`config.mk`:
```
export PLATFORM = sky130hd
export DESIGN_NAME = jpeg_frame_delimit_source_select
export DESIGN_NICKNAME = d
export VERILOG_FILES = /design/src/hw/rtl/jfds_pkg.sv /design/src/hw/rtl/jfds_lane.sv /design/src/hw/rtl/jfds_select.sv /design/src/hw/rtl/jpeg_frame_delimit_source_select.sv
export SDC_FILE = /design/constraint.sdc
export NUM_CORES = 2
export LEC_CHECK = 0
export BUFFER_PORTS_ARGS = -buffer_cell sky130_fd_sc_hd__buf_2
export CORE_MARGIN = 2
export CORE_UTILIZATION = 58
export DETAILED_ROUTE_END_ITERATION = 10
export PLACE_DENSITY = 0.79
export SLEW_MARGIN = 20
export SYNTH_ARGS = -nofsm -noshare
export SYNTH_HDL_FRONTEND = slang
export SYNTH_SLANG_ARGS = --single-unit
```
`constraint.sdc`:
```
create_clock -name clk_i -period 5.8 [get_ports clk_i]
set_input_delay 1.16 -clock clk_i [delete_from_list [all_inputs] [get_ports clk_i]]
set_output_delay 1.16 -clock clk_i [all_outputs]
set_load 0.1 [all_outputs]
```
`src/hw/rtl/jfds_pkg.sv`:
```
// Shared types, codes and constants for the JPEG frame delimiter and source selector.
// No dependencies; imported by every module of the block.
package jfds_pkg;

  localparam int SOURCES_DEF         = 8;
  localparam int MAX_FRAME_BYTES_DEF = 1048576;
  localparam int AGE_BITS_DEF        = 16;

  localparam int SRC_W   = 3;
  localparam int LEN_W   = 21;
  localparam int MODE_W  = 2;
  localparam int NSRC_W  = 4;
  localparam int TMO_W   = 16;
  localparam int CIDX_W  = 3;

  localparam logic [7:0] MARK_BYTE = 8'hFF;
  localparam logic [7:0] SOI_BYTE  = 8'hD8;
  localparam logic [7:0] EOI_BYTE  = 8'hD9;

  localparam logic [NSRC_W-1:0] NSRC_RST    = 4'd2;
  localparam logic [TMO_W-1:0]  TIMEOUT_RST = 16'd500;

  typedef enum logic [1:0] {
    KIND_BYTE = 2'd0,
    KIND_TICK = 2'd1,
    KIND_REQ  = 2'd2
  } kind_e;

  typedef enum logic [MODE_W-1:0] {
    MODE_HIGHEST = 2'd0,
    MODE_SELECT  = 2'd1,
    MODE_CARD    = 2'd2
  } mode_e;

  typedef enum logic [CIDX_W-1:0] {
    CFG_MODE     = 3'd0,
    CFG_SELECT   = 3'd1,
    CFG_NSRC     = 3'd2,
    CFG_TIMEOUT  = 3'd3,
    CFG_TESTCARD = 3'd4
  } cfg_idx_e;

  typedef enum logic [2:0] {
    EV_NONE     = 3'd0,
    EV_DONE     = 3'd1,
    EV_SOURCE   = 3'd2,
    EV_TESTCARD = 3'd3,
    EV_EMPTY    = 3'd4
  } event_e;

  typedef struct packed {
    event_e             ev;
    logic [SRC_W-1:0]   src;
    logic [LEN_W-1:0]   len;
  } result_t;

endpackage

```
`src/hw/rtl/jfds_lane.sv`:
```
// Per-source frame delimiter: marker tracking, length scan, last frame and age.
// Depends on jfds_pkg.
module jfds_lane import jfds_pkg::*; #(
  parameter int MAX_FRAME_BYTES = MAX_FRAME_BYTES_DEF,
  parameter int AGE_BITS        = AGE_BITS_DEF
) (
  input  logic                                   clk_i,
  input  logic                                   rst_ni,
  input  logic                                   byte_en_i,
  input  logic                                   tick_en_i,
  input  logic [7:0]                             data_byte_i,
  input  logic [TMO_W-1:0]                       timeout_i,
  output logic                                   done_o,
  output logic [$clog2(MAX_FRAME_BYTES+2)-1:0]   done_len_o,
  output logic                                   fresh_o,
  output logic [$clog2(MAX_FRAME_BYTES+2)-1:0]   len_o
);

  localparam int LenW = $clog2(MAX_FRAME_BYTES + 2);
  localparam int CmpW = (AGE_BITS > TMO_W) ? AGE_BITS : TMO_W;
  localparam logic [LenW-1:0] MaxLen = LenW'(MAX_FRAME_BYTES);

  logic                prev_q, prev_d;
  logic                inside_q, inside_d;
  logic                has_q, has_d;
  logic [LenW-1:0]     scan_q, scan_d, scan_inc;
  logic [LenW-1:0]     len_q, len_d;
  logic [AGE_BITS-1:0] age_q, age_d;

  always_comb begin
    prev_d   = prev_q;
    inside_d = inside_q;
    scan_d   = scan_q;
    has_d    = has_q;
    len_d    = len_q;
    age_d    = age_q;
    done_o   = 1'b0;
    // length stops one past the limit so an overlong frame stays marked
    scan_inc = (scan_q <= MaxLen) ? scan_q + LenW'(1) : scan_q;
    if (byte_en_i) begin
      prev_d = (data_byte_i == MARK_BYTE);
      if (!inside_q) begin
        if (prev_q && data_byte_i == SOI_BYTE) begin
          inside_d = 1'b1;
          scan_d   = LenW'(2);
          prev_d   = 1'b0;
        end
      end else begin
        scan_d = scan_inc;
        if (prev_q && data_byte_i == EOI_BYTE) begin
          inside_d = 1'b0;
          prev_d   = 1'b0;
          scan_d   = '0;
          if (scan_inc <= MaxLen) begin
            has_d  = 1'b1;
            len_d  = scan_inc;
            age_d  = '0;
            done_o = 1'b1;
          end
        end
      end
    end else if (tick_en_i && !(&age_q)) begin
      age_d = age_q + AGE_BITS'(1);
    end
  end

  always_ff @(posedge clk_i or negedge rst_ni) begin
    if (!rst_ni) begin
      prev_q   <= 1'b0;
      inside_q <= 1'b0;
      has_q    <= 1'b0;
      scan_q   <= '0;
      len_q    <= '0;
      age_q    <= '0;
    end else begin
      prev_q   <= prev_d;
      inside_q <= inside_d;
      has_q    <= has_d;
      scan_q   <= scan_d;
      len_q    <= len_d;
      age_q    <= age_d;
    end
  end

  assign done_len_o = scan_inc;
  assign len_o      = len_q;
  assign fresh_o    = has_q && (CmpW'(age_q) < CmpW'(timeout_i));

endmodule

```
`src/hw/rtl/jfds_select.sv`:
```
// Result builder: frame-done reporting and request arbitration across sources.
// Depends on jfds_pkg.
module jfds_select import jfds_pkg::*; #(
  parameter int SOURCES = SOURCES_DEF,
  parameter int LenW    = $clog2(MAX_FRAME_BYTES_DEF + 2)
) (
  input  kind_e                           kind_i,
  input  logic [MODE_W-1:0]               mode_i,
  input  logic [SRC_W-1:0]                sel_i,
  input  logic [$clog2(SOURCES+1)-1:0]    nact_i,
  input  logic [LEN_W-1:0]                testcard_i,
  input  logic [SOURCES-1:0]              fresh_i,
  input  logic [SOURCES-1:0]              done_i,
  input  logic [LenW-1:0]                 len_i [SOURCES],
  input  logic [LenW-1:0]                 done_len_i [SOURCES],
  output result_t                         result_o
);

  localparam int NactW = $clog2(SOURCES + 1);
  localparam int SrcW  = (SOURCES > 1) ? $clog2(SOURCES) : 1;
  localparam int CW    = (NactW > SRC_W) ? NactW : SRC_W;

  logic            found, dn_any, sel_ok, use_sel, use_auto, picked;
  logic [SrcW-1:0] pick_idx, dn_idx, sel_idx, out_idx;

  always_comb begin
    found    = 1'b0;
    pick_idx = '0;
    dn_any   = 1'b0;
    dn_idx   = '0;
    // ascending scan: the last hit is the highest fresh source
    for (int i = 0; i < SOURCES; i++) begin
      if (fresh_i[i] && (CW'(i) < CW'(nact_i))) begin
        found    = 1'b1;
        pick_idx = SrcW'(i);
      end
      if (done_i[i]) begin
        dn_any = 1'b1;
        dn_idx = SrcW'(i);
      end
    end
  end

  assign sel_idx  = SrcW'(sel_i);
  assign sel_ok   = (mode_i == MODE_SELECT) && (CW'(sel_i) < CW'(nact_i));
  assign use_sel  = sel_ok && fresh_i[sel_idx];
  assign use_auto = !sel_ok && found &&
                    (mode_i == MODE_HIGHEST || mode_i == MODE_SELECT);
  assign picked   = use_sel || use_auto;
  assign out_idx  = use_sel ? sel_idx : pick_idx;

  always_comb begin
    result_o = '{ev: EV_NONE, src: '0, len: '0};
    case (kind_i)
      KIND_BYTE: begin
        if (dn_any) begin
          result_o = '{ev: EV_DONE, src: SRC_W'(dn_idx), len: LEN_W'(done_len_i[dn_idx])};
        end
      end
      KIND_REQ: begin
        if (picked) begin
          result_o = '{ev: EV_SOURCE, src: SRC_W'(out_idx), len: LEN_W'(len_i[out_idx])};
        end else if (testcard_i != '0) begin
          result_o = '{ev: EV_TESTCARD, src: '0, len: testcard_i};
        end else begin
          result_o = '{ev: EV_EMPTY, src: '0, len: '0};
        end
      end
      default: ;
    endcase
  end

endmodule

```
`src/hw/rtl/jpeg_frame_delimit_source_select.sv`:
```
// Top level: config registers, input stage, per-source lanes, result register.
// Depends on jfds_pkg, jfds_lane, jfds_select.
//
// Takes one item per clock, back to back while the output is not stalled: a data
// byte, a millisecond tick or a frame request. Each item passes an input register,
// then one combinational pass that updates the addressed source lane (or all ages
// on a tick) and builds exactly one result, which lands in the output register.
// out_valid_o rises once that result is registered; a stalled output still lets
// one more item into the input register.
// Throughput is one item per cycle while the output is not stalled; the per-source
// lane registers are read, modified and written back in one combinational pass.
// Configuration writes take effect on the next item.
module jpeg_frame_delimit_source_select import jfds_pkg::*; #(
  parameter int SOURCES         = SOURCES_DEF,
  parameter int MAX_FRAME_BYTES = MAX_FRAME_BYTES_DEF,
  parameter int AGE_BITS        = AGE_BITS_DEF
) (
  input  logic               clk_i,
  input  logic               rst_ni,
  input  logic               cfg_we_i,
  input  logic [CIDX_W-1:0]  cfg_idx_i,
  input  logic [LEN_W-1:0]   cfg_wdata_i,
  input  logic               in_valid_i,
  output logic               in_ready_o,
  input  logic [1:0]         kind_i,
  input  logic [SRC_W-1:0]   source_i,
  input  logic [7:0]         data_byte_i,
  output logic               out_valid_o,
  input  logic               out_ready_i,
  output logic [2:0]         event_res_o,
  output logic [SRC_W-1:0]   chosen_source_o,
  output logic [LEN_W-1:0]   frame_length_o
);

  localparam int LenW  = $clog2(MAX_FRAME_BYTES + 2);
  localparam int NactW = $clog2(SOURCES + 1);
  localparam int SrcW  = (SOURCES > 1) ? $clog2(SOURCES) : 1;
  localparam int CW    = (NactW > SRC_W) ? NactW : SRC_W;

  // configuration
  logic [MODE_W-1:0] mode_q;
  logic [SRC_W-1:0]  sel_q;
  logic [NSRC_W-1:0] nsrc_q;
  logic [TMO_W-1:0]  timeout_q;
  logic [LEN_W-1:0]  testcard_q;

  always_ff @(posedge clk_i or negedge rst_ni) begin
    if (!rst_ni) begin
      mode_q     <= MODE_HIGHEST;
      sel_q      <= '0;
      nsrc_q     <= NSRC_RST;
      timeout_q  <= TIMEOUT_RST;
      testcard_q <= '0;
    end else if (cfg_we_i) begin
      unique case (cfg_idx_i)
        CFG_MODE:     mode_q     <= cfg_wdata_i[MODE_W-1:0];
        CFG_SELECT:   sel_q      <= cfg_wdata_i[SRC_W-1:0];
        CFG_NSRC:     nsrc_q     <= cfg_wdata_i[NSRC_W-1:0];
        CFG_TIMEOUT:  timeout_q  <= cfg_wdata_i[TMO_W-1:0];
        CFG_TESTCARD: testcard_q <= cfg_wdata_i;
        default: ;
      endcase
    end
  end

  logic [NactW-1:0] nact;
  always_comb begin
    if (nsrc_q == '0) begin
      nact = NactW'(1);
    end else if (int'(nsrc_q) > SOURCES) begin
      nact = NactW'(SOURCES);
    end else begin
      nact = NactW'(nsrc_q);
    end
  end

  // input stage
  logic             s1_valid_q;
  kind_e            s1_kind_q;
  logic [SRC_W-1:0] s1_source_q;
  logic [7:0]       s1_byte_q;
  logic             advance, fire;

  assign advance    = !out_valid_o || out_ready_i;
  assign fire       = s1_valid_q && advance;
  assign in_ready_o = !s1_valid_q || advance;

  always_ff @(posedge clk_i or negedge rst_ni) begin
    if (!rst_ni) begin
      s1_valid_q <= 1'b0;
    end else if (in_ready_o) begin
      s1_valid_q <= in_valid_i;
    end
  end

  always_ff @(posedge clk_i) begin
    if (in_ready_o && in_valid_i) begin
      s1_kind_q   <= kind_e'(kind_i);
      s1_source_q <= source_i;
      s1_byte_q   <= data_byte_i;
    end
  end

  // source lanes
  logic [SrcW-1:0]    src_idx;
  logic               byte_fire, tick_fire;
  logic [SOURCES-1:0] fresh, done;
  logic [LenW-1:0]    len_arr [SOURCES];
  logic [LenW-1:0]    done_len_arr [SOURCES];

  assign src_idx   = SrcW'(s1_source_q);
  assign byte_fire = fire && (s1_kind_q == KIND_BYTE) && (CW'(s1_source_q) < CW'(nact));
  assign tick_fire = fire && (s1_kind_q == KIND_TICK);

  for (genvar g = 0; g < SOURCES; g++) begin : g_lane
    jfds_lane #(
      .MAX_FRAME_BYTES(MAX_FRAME_BYTES),
      .AGE_BITS       (AGE_BITS)
    ) u_lane (
      .clk_i      (clk_i),
      .rst_ni     (rst_ni),
      .byte_en_i  (byte_fire && (src_idx == SrcW'(g))),
      .tick_en_i  (tick_fire),
      .data_byte_i(s1_byte_q),
      .timeout_i  (timeout_q),
      .done_o     (done[g]),
      .done_len_o (done_len_arr[g]),
      .fresh_o    (fresh[g]),
      .len_o      (len_arr[g])
    );
  end

  result_t result, result_q;

  jfds_select #(
    .SOURCES(SOURCES),
    .LenW   (LenW)
  ) u_select (
    .kind_i     (s1_kind_q),
    .mode_i     (mode_q),
    .sel_i      (sel_q),
    .nact_i     (nact),
    .testcard_i (testcard_q),
    .fresh_i    (fresh),
    .done_i     (done),
    .len_i      (len_arr),
    .done_len_i (done_len_arr),
    .result_o   (result)
  );

  // result register
  logic out_valid_q;

  always_ff @(posedge clk_i or negedge rst_ni) begin
    if (!rst_ni) begin
      out_valid_q <= 1'b0;
    end else if (fire) begin
      out_valid_q <= 1'b1;
    end else if (out_ready_i) begin
      out_valid_q <= 1'b0;
    end
  end

  always_ff @(posedge clk_i) begin
    if (fire) begin
      result_q <= result;
    end
  end

  assign out_valid_o     = out_valid_q;
  assign event_res_o     = result_q.ev;
  assign chosen_source_o = result_q.src;
  assign frame_length_o  = result_q.len;

  // assertions
  a_one_done: assert property (@(posedge clk_i) disable iff (!rst_ni)
    $onehot0(done))
    else $error("more than one lane closed a frame in one cycle");

  a_none_clean: assert property (@(posedge clk_i) disable iff (!rst_ni)
    out_valid_o && event_res_o == EV_NONE |-> chosen_source_o == '0 && frame_length_o == '0)
    else $error("empty result carries data");

  a_src_active: assert property (@(posedge clk_i) disable iff (!rst_ni)
    out_valid_o && (event_res_o == EV_SOURCE || event_res_o == EV_DONE)
      |-> CW'(chosen_source_o) < CW'(nact))
    else $error("result names an inactive source");

  a_stall_block: assert property (@(posedge clk_i) disable iff (!rst_ni)
    s1_valid_q && !advance |=> $stable(s1_byte_q) && $stable(s1_source_q))
    else $error("held item overwritten while output stalled");

endmodule
```
==> out/qor.txt <==
CTS Buf Count -> 68
Worst Setup SP -> g_lane[1].u_lane.scan_q[0]$_DFFE_PN0P_
Nets -> 4253
final hold vios -> 0
Mapped Nets -> 4267
fin crit share -> 0.930
Tmin final -> 5.39 ns
Yosys warning count -> 0
DRT iter0 DRCs -> 4461
Setup WS post-layout -> 0.407 ns
max cap viols -> 0
Wirelength per Cell -> 24.8 µm
DR vias/cell -> 6.70
total negative slack -> 0 ns
critical path required time -> 6.27 ns
R2R cell count -> 14
crit path DAT -> 5.86 ns
htree depth -> 3
GRT Util Overall -> 0.377
CTS Sinks -> 576
Distinct cells, synth -> 100
Worst-Margin Slew -> 1.08 ns
area of the die -> 64500 µm²
most common cell after layout, fill and taps aside -> dfrtp_1
# setup viols final -> 0
first-pass GRT wire length -> 186000 µm
commonest non-fill, non-tap cells in the layout -> dfrtp_1, nor2_1, nand2_1
fraction of registers with async set/reset -> 0.931
1st-pass router iterations -> 8
Initial Util -> 0.587
Hold WS -> 0.471 ns
Top FF cell, synth -> dfrtp_1
type of the most critical hold path -> reg2reg
hold buffers post-CTS -> 0
Cell Rows -> 91
IO buf count -> 70
Worst-Skew Late Latency -> 0.65 ns
Overall Power -> 10.5 mW
Post-Route WL -> 123000 µm
initial antenna violation count -> 2
post-synth top area cell -> dfrtp_1
Core Footprint -> 61700 µm²
Setup CP Type -> reg2reg
Die X -> 254 µm
CTS Buffer Depth -> 3
Worst setup SP type -> flop
CTS tree -> yes
status -> finished, final reports clean
post-synthesis cell count -> 4077
Final Wtd Congestion -> 1.03
Yosys reg bits -> 576
total grt overflow -> 0
pwr/cell area -> 265 nW/µm²
vias in the first global route -> 30500
RSZ-0062 raised after global routing -> false
Syn Area/Cell -> 8.88 µm²
relative slew slack -> 0.277
post-route ant nets -> 0
pre-CTS WS -> 0.647 ns
nature of the critical path endpoint -> flop
Layout Skew -> 0.0342 ns
Fill cells -> 5058
CP max FO -> 24
max-slew violation count -> 0
worst r2r src -> g_lane[1].u_lane.scan_q[0]$_DFFE_PN0P_
hpwl dp -> 90200 µm
I/O pins -> 71
clock-pin slew on the worst setup and hold paths -> 0.06 ns
R2R Setup Slk -> 0.41 ns
upper clock frequency limit -> 185 MHz
Setup Buffers After CTS -> 0
Synth top area share -> 0.365
DRC viols -> 0
number of gates resized after cts -> 0
die height -> 254 µm
share of cells above drive strength 1 -> 0.100
routed vias -> 33200
sequential fraction of the synthesis area -> 0.404
Crit Reg-Reg Endpoint -> frame_length_o[20]$_DFFE_PP_
placed cell area -> 37500 µm²
Syn Std Cell Area -> 36200 µm²
largest net degree at the start of global routing -> 129
Layout area overhead -> 9.69%
CTS Root Cell -> clkbuf_16
Worst setup endpoint -> frame_length_o[20]$_DFFE_PP_
post-route cell area -> 39700 µm²
Post-synth EDFFs -> 40
Lkg Pwr -> 17.7 nW
Synth area leaders -> dfrtp_1, ha_1, nor2_1, mux2i_1, a21oi_1
maximum vdd drop -> 0.000230 V
[metrics by stage]
step	utilization	instances
6_report	0.644	4957
5_1_grt	0.644	4952
4_1_cts	0.643	4952
3_5_place_dp	0.607	4830
3_3_place_gp	0.607	4829
2_1_floorplan	-	4077
[logic make-up after synthesis]
logic type	after synthesis	share of synthesized area
compound gates	973	0.168
xor+xnor	236	0.0573
fa+ha+maj	148	0.0511
buf+inv	347	0.0385
flops	576	0.404
mux	233	0.0670
simple gates	1564	0.215
[synth_stat cells (all sizes together) (12+ instances only)]
master,count
o211ai,17
or4,24
o21a,22
or2,24
a32oi,13
nand3,152
a31oi,31
dfrtp,529
a21oi,299
nor4b,13
and2,39
nor2,428
o22ai,18
xor2,107
nor4,61
and3,73
nor3,100
a211oi,19
nand2b,26
mux2,75
buf,72
nor2b,16
edfxtp,40
nand2,379
xnor2,129
clkbuf,175
or3,61
o2111ai,13
a22oi,25
ha,148
o41ai,13
inv,100
and4,28
a211o,12
o21ai,280
o31ai,73
a21o,19
nand4,96
a221oi,13
mux2i,158
[where the power goes]
part / switching [mW] / internal [mW]
logic: 0.932 / 0.526
registers: 0.355 / 4.28
clock network: 1.87 / 2.57
[layout make-up]
class / count / area, µm² / share of cell area
inverters: 100 / 375 / 0.00945
repair buffers: 163 / 1140 / 0.0287
diodes: 5 / 12.5 / 0.000315
flip-flops and latches: 576 / 14600 / 0.368
multi-input cells: 3154 / 20300 / 0.510
clock inverters: 33 / 380 / 0.00957
well taps: 837 / 1050 / 0.0264
clock buffers: 89 / 1870 / 0.0471
[state kept, by name, summed over array words and instances, names as in the netlist]
| register | cells |
|---|---|
| g_lane.u_lane.has_q | 8 |
| s1_kind_q | 2 |
| out_valid_o | 1 |
| sel_q | 3 |
| nsrc_q | 4 |
| g_lane.u_lane.inside_q | 8 |
| g_lane.u_lane.prev_q | 8 |
| g_lane.u_lane.age_q | 128 |
| event_res_o | 3 |
| timeout_q | 16 |
| s1_valid_q | 1 |
| s1_byte_q | 8 |
| g_lane.u_lane.scan_q | 168 |
| s1_source_q | 3 |
| mode_q | 2 |
| frame_length_o | 21 |
| chosen_source_o | 3 |
| testcard_q | 21 |
| g_lane.u_lane.len_o | 168 |
[layer usage]
metal / wire, µm / GRT usage / up-vias
li1: - / - / 14800
met1: 49800 / 0.514 / 16200
met2: 53100 / 0.562 / 1835
met3: 13500 / 0.0954 / 381
met4: 6380 / 0.179 / 0
met5: 0 / 0 / -
[critical path, cell delays in order, from the launching register on]
cell and delay (ns):
dfrtp_1 0.47, inv_1 0.12, ha_1 0.18, nor4b_1 0.38, and3_1 0.25, a21boi_1 0.26
or4_1 0.50, and2_1 0.26, and4b_1 0.25, a31oi_1 0.68, nand4_4 0.60, buf_12 0.38
mux2i_1 0.33, o221ai_1 0.29, o21ai_1 0.22
[worst min path at each step]
stage	slack (ns)	cells after the start	to	start
finish	0.47	1	g_lane[4].u_lane.has_q$_DFFE_PN0P_	g_lane[4].u_lane.has_q$_DFFE_PN0P_
global placement	0.45	1	g_lane[5].u_lane.has_q$_DFFE_PN0P_	g_lane[5].u_lane.has_q$_DFFE_PN0P_
CTS	0.47	1	g_lane[4].u_lane.has_q$_DFFE_PN0P_	g_lane[4].u_lane.has_q$_DFFE_PN0P_
global route	0.50	1	g_lane[0].u_lane.has_q$_DFFE_PN0P_	g_lane[0].u_lane.has_q$_DFFE_PN0P_
detailed placement	0.46	1	g_lane[4].u_lane.has_q$_DFFE_PN0P_	g_lane[4].u_lane.has_q$_DFFE_PN0P_
floorplan	0.43	1	g_lane[4].u_lane.has_q$_DFFE_PN0P_	g_lane[4].u_lane.has_q$_DFFE_PN0P_
(Power assumes the default switching activity.)
